$ cat src/sv/pvr_pkg.sv
// Shared types, constants and tables for the pose visibility rating unit.
// No dependencies; the rating unit, its submodules and the testbench refer to this package.
package pvr_pkg;

    localparam int CORDIC_STEPS = 17;
    localparam int CORD_W       = 45;
    localparam int ACC_W        = 26;
    localparam int DIV_BITS     = 16;
    localparam int ANGLE_LAT    = CORDIC_STEPS + 3;
    localparam int COS_LAT      = 7;
    localparam int PIPE_LEN     = ANGLE_LAT + 1 + DIV_BITS + COS_LAT;

    typedef logic [15:0]              angle_t;
    typedef logic [15:0]              phase_t;
    typedef logic [15:0]              rating_t;
    typedef logic [30:0]              divword_t;
    typedef logic [28:0]              wsq_t;
    typedef logic signed [CORD_W-1:0] cord_t;
    typedef logic signed [ACC_W-1:0]  angacc_t;
    typedef logic signed [33:0]       horner_t;

    // configuration register indexes
    typedef enum logic [2:0] {
        REG_NEAR  = 3'd0,
        REG_FAR   = 3'd1,
        REG_FOV_H = 3'd2,
        REG_FOV_V = 3'd3,
        REG_THR_D = 3'd4,
        REG_THR_A = 3'd5,
        REG_THR_E = 3'd6
    } cfg_reg_t;

    localparam logic [30:0]        NEAR_RESET = 31'd26214;
    localparam logic [30:0]        FAR_RESET  = 31'd98304;
    localparam logic [15:0]        FOV_H_RESET = 16'd15360;
    localparam logic [15:0]        FOV_V_RESET = 16'd11520;
    localparam logic signed [16:0] THR_RESET  = 17'sd0;

    // angle constants in Q8.8 / Q16.16 degrees
    localparam angle_t  ANGLE_RIGHT = 16'd23040;
    localparam angle_t  ANGLE_LIMIT = 16'd46080;
    localparam angacc_t BASE_90     = 26'sd5898240;

    localparam rating_t RATING_ONE  = 16'd32768;

    // atan(2^-i) in Q16.16 degrees
    localparam logic [21:0] ATAN_Q16 [CORDIC_STEPS] = '{
        22'd2949120, 22'd1740967, 22'd919879, 22'd466945, 22'd234379,
        22'd117304,  22'd58666,   22'd29335,  22'd14668,  22'd7334,
        22'd3667,    22'd1833,    22'd917,    22'd458,    22'd229,
        22'd115,     22'd57
    };

    // Taylor coefficients of cos(pi*sqrt(w)) in Q30
    localparam horner_t COS_Q30 [6] = '{
        34'sd1073741824, -34'sd5298703516, 34'sd4358008962,
        -34'sd1433727482, 34'sd252684340, -34'sd27709939
    };

endpackage

$ cat src/sv/pvr_phase_div.sv
// Pipelined restoring divider: phase = floor(num * 65536 / den), one quotient bit a stage.
// Depends on pvr_pkg.
module pvr_phase_div
(
    input  logic              clk,
    input  logic              en,
    input  pvr_pkg::divword_t num,
    input  pvr_pkg::divword_t den,
    input  logic              zero_in,
    output pvr_pkg::phase_t   quo,
    output logic              zero_out
);

    localparam int N = pvr_pkg::DIV_BITS;

    pvr_pkg::divword_t rem_reg  [N];
    pvr_pkg::divword_t den_reg  [N];
    pvr_pkg::phase_t   quo_reg  [N];
    logic              zero_reg [N];
    pvr_pkg::divword_t rem_next [N];
    pvr_pkg::divword_t den_next [N];
    pvr_pkg::phase_t   quo_next [N];
    logic              zero_next[N];

    // shift the remainder up, subtract the divisor where it fits
    always_comb
    begin
        pvr_pkg::divword_t rs;
        pvr_pkg::divword_t ds;
        pvr_pkg::phase_t   qs;
        logic              zs;
        logic [31:0]       r2;
        for (int k = 0; k < N; k++)
        begin
            if (k == 0)
            begin
                rs = num;
                ds = den;
                qs = '0;
                zs = zero_in;
            end
            else
            begin
                rs = rem_reg[k-1];
                ds = den_reg[k-1];
                qs = quo_reg[k-1];
                zs = zero_reg[k-1];
            end
            r2 = {rs, 1'b0};
            if (r2 >= {1'b0, ds})
            begin
                rem_next[k] = 31'(r2 - {1'b0, ds});
                quo_next[k] = {qs[14:0], 1'b1};
            end
            else
            begin
                rem_next[k] = r2[30:0];
                quo_next[k] = {qs[14:0], 1'b0};
            end
            den_next[k]  = ds;
            zero_next[k] = zs;
        end
    end

    always_ff @(posedge clk)
    begin
        if (en)
        begin
            rem_reg  <= rem_next;
            den_reg  <= den_next;
            quo_reg  <= quo_next;
            zero_reg <= zero_next;
        end
    end

    assign quo      = quo_reg[N-1];
    assign zero_out = zero_reg[N-1];

endmodule

$ cat config.mk
export PLATFORM = sky130hd
export DESIGN_NAME = pvr_phase_div
export DESIGN_NICKNAME = d
export VERILOG_FILES = /design/src/sv/pvr_pkg.sv /design/src/sv/pvr_phase_div.sv
export SDC_FILE = /design/constraint.sdc
export NUM_CORES = 2
export LEC_CHECK = 0
export BUFFER_PORTS_ARGS = -buffer_cell sky130_fd_sc_hd__buf_2
export CAP_MARGIN = 20
export CORE_ASPECT_RATIO = 0.7
export CORE_MARGIN = 5
export CORE_UTILIZATION = 55
export CTS_BUF_LIST = sky130_fd_sc_hd__clkbuf_8
export DETAILED_ROUTE_END_ITERATION = 10
export PLACE_DENSITY = 0.72
export REMOVE_ABC_BUFFERS = 1
export SLEW_MARGIN = 10
export SYNTH_ARGS = -nofsm -noshare
export SYNTH_HDL_FRONTEND = slang
export SYNTH_SLANG_ARGS = --single-unit
$ cat constraint.sdc
create_clock -name clk -period 4.7 [get_ports clk]
set_input_delay 0.705 -clock clk [delete_from_list [all_inputs] [get_ports clk]]
set_output_delay 0.705 -clock clk [all_outputs]
set_load 0.05 [all_outputs]
==> metrics <==
Max transition margin=30.1%; io pins=82; worst vdd ir=0.000338 V; DRC violations left=0; Yosys top cell by area=edfxtp_1; largest net degree at the start of global routing=120; yosys warns=0; final wirelength=159,000 um; Clk pin slew, worst setup/hold paths=0.07 ns; Hold WC Path Type=in2reg; Synth top area share=50.9%; H-tree depth=4; final slew viol count=0; core area=115,000 um2; Min Hold Slack=0.120 ns; PwrDens=688 nW/um2; CP Capture Type=register; # Max-Cap Violations=0; most used flip-flop cell after synthesis=edfxtp_1; die width=417 um; GPL Wtd Cong=0.972; register bit total from synthesis=1,082; DR WL/cell=20.6 um; P&R area growth vs syn=9.39%; initial antenna violation count=1; skew final=roughly 0.045 ns; outcome=finished clean; nets@finish=6,622; TritonCTS Sinks=approximately 1.1k; Congestion Overflow GR=0; P_leak=28.9 nW; synthesized cell area=63,900 um2; crit-path cells=inv_1 > fa_1 > a211oi_2 > o21ai_1 > a2111oi_2 > nor2_1 > a31o_2 > o2111ai_1 > nand2_2 > buf_4 > mux2_4; Crit-path slowest cell=o2111ai_1; Initial Utilization=55.4%; Req. time, crit path=5.31 ns; fin crit period=4.26 ns; vias in the first global route=42.2k; drt first pass iters=6; CTS buffer count=168; Bufs on Longest Clock Path=3; DP HPWL=approximately 120,000 um; Starting DRT DRC Count=approximately 5.6k; Setup crit end=rem_reg[293]; Synth area leaders=edfxtp_1 (51%), ha_1 (9.7%), a21oi_1 (4.2%), inv_1 (3.6%), xnor2_1 (3.2%); Worst EP arrival=4.87 ns; reg2reg setup slack=0.44 ns; register area share after synthesis=around half; Mapped Cells=5,860; Antenna Nets Post-Route=0; RSZ-0062 raised after global routing=no; Via-to-Cell Ratio=5.98; worst r2r dst=rem_reg[293]; # rows=104; Root Driver=clkbuf_8; final hold vios=0; Finish-stage setup viols=0; Post-Syn Area per Cell=10.9 um2; RR Startpoint=den_next[279]; layout cells sized above 1=10.0%; first-pass GRT wire length=between 200,000 and 250,000 um; f_max=0.235 GHz; Yosys cell types=between 80 and 90; crit start category=register; post-layout util=60.7%; GRT Overall Usage=25.4%; Die Span Y=295 um; Crit Path Class=reg2reg; Final Cycle Share=90.7%; Post-synth EDFFs=1,082; number of buffers added on ports=81; Async SR Flop Fraction=0%; actual slew at the worst max-slew pin=slightly above 1 ns; die area=123,000 um2; Critical path origin=den_next[279]; critical path peak fanout=45; overall via count from detail_route=46.2k; R2R depth=11; clock latency on the worst-skew pair=0.89 ns; CTS tree=done; CP max stage delay=0.68 ns
[synthesized netlist by cell type, types with 16 or more instances]
library cell,n
and3_1,40
xor2_1,160
nor2b_1,51
and4_1,16
or3_1,20
nand2b_1,36
a31oi_1,63
and2_1,28
xnor2_1,235
o21bai_1,53
mux2_2,182
o31a_1,17
o211ai_1,33
a2111oi_0,18
o31ai_1,32
nand4_1,78
nor3_1,56
a21oi_1,539
edfxtp_1,1082
inv_1,604
o21ai_0,383
clkbuf_1,139
ha_1,495
nand3_1,102
nand2_1,415
or2_2,22
o21a_1,57
nor2_1,327
a21o_1,222
a211oi_1,59
[area by class of cell]
cell class / count / area (um2)
multi-input cells: 4000 / 28500
well taps: 1537 / 1920
diodes: 2 / 5.00
flip-flops and latches: 1082 / 32500
fillers: 9326 / 45300
repair buffers: 191 / 1500
inverters: 604 / 2270
clock buffers: 169 / 2330
clock inverters: 137 / 861
[layer usage]
metal	wire length (um)	GRT usage (%)	vias up	share of wire [%]
met3	18200	7.88	181	11
met4	2120	4.95	2	1.3
met2	57100	31.0	1925	36
met1	81900	42.8	22100	51
li1	-	-	21951	-
met5	68	0.527	-	0.043
[how the worst min path moves through the flow]
stage                       from            to  cells after the start
floorplan            quo_reg[25]       quo[10]                      0
global placement    quo_reg[210]  quo_reg[195]                      0
detailed placement  quo_reg[129]  quo_reg[114]                      0
CTS                      num[20]  rem_reg[486]                      3
global route              num[6]  rem_reg[472]                      3
finish                    num[3]  rem_reg[469]                      3
[stage by stage]
step                      cells  total power [mW]  instance area [um2]  TNS [ns]  worst slack, ns
after floorplan            5686              33.1                63100    -25.01            -1.03
after global placement     7381              39.1                66300         0            0.540
after detailed placement   7381              39.6                66300         0            0.548
after CTS                  7719              47.6                69800         0            0.583
after global routing       7722              51.2                69800         0            0.289
final                      7722              48.0                69800         0            0.436
[kinds of logic after synthesis]
family                     count (synthesis)  share of synthesized area (%)
AOI/OAI and AO/OA                       1660                           16.3
xor gates and xnor gates                 395                           5.42
adders and majority gates                510                           10.2
buffers and inverters                    778                           4.69
DFF                                     1082                           50.9
muxes                                    198                           3.51
and+or+nand+nor                         1237                           9.06
[report_power, final]
group          internal, mW  total [mW]  switching, mW  leakage [nW]
clock                  3.75        7.69           3.94          1.82
combinational          10.2        24.2           14.0          16.5
sequential             14.5        16.2           1.66          10.6
total                  28.5        48.0           19.6          28.9
[timing repair]
item	in CTS	in global routing
endpoints found under the hold margin	32	0
gates resized for setup	0	0
buffers inserted	0	0
hold buffers	32	0
[layout by cell type, fill, tap and decap left out, drive strengths merged, types with 36 or more instances in the layout]
master  synthesis  final
nor2b          51     51
nand3         103    103
o21ai         392    392
xnor2         235    235
o21a           57     57
clkinv          0     75
o21bai         53     53
a31oi          64     64
clkbuf        139    169
nand4          78     78
ha            495    495
a211oi         62     62
nand2b         36     36
edfxtp       1082   1082
mux2          188    188
nor3           56     56
a21oi         541    541
a21o          223    223
nor2          327    327
inv           604    660
xor2          160    160
buf            35    159
and3           40     40
nand2         416    416
[critical path: cells and delay by family (launching register included)]
family          cells  cell delay, ns
buf+inv             2            0.52
compound gates      5            1.82
fa+ha+maj           1            0.52
simple gates        2            0.35
mux                 1            0.36
flops               1            0.39
Power figures use the tool's default switching activity.
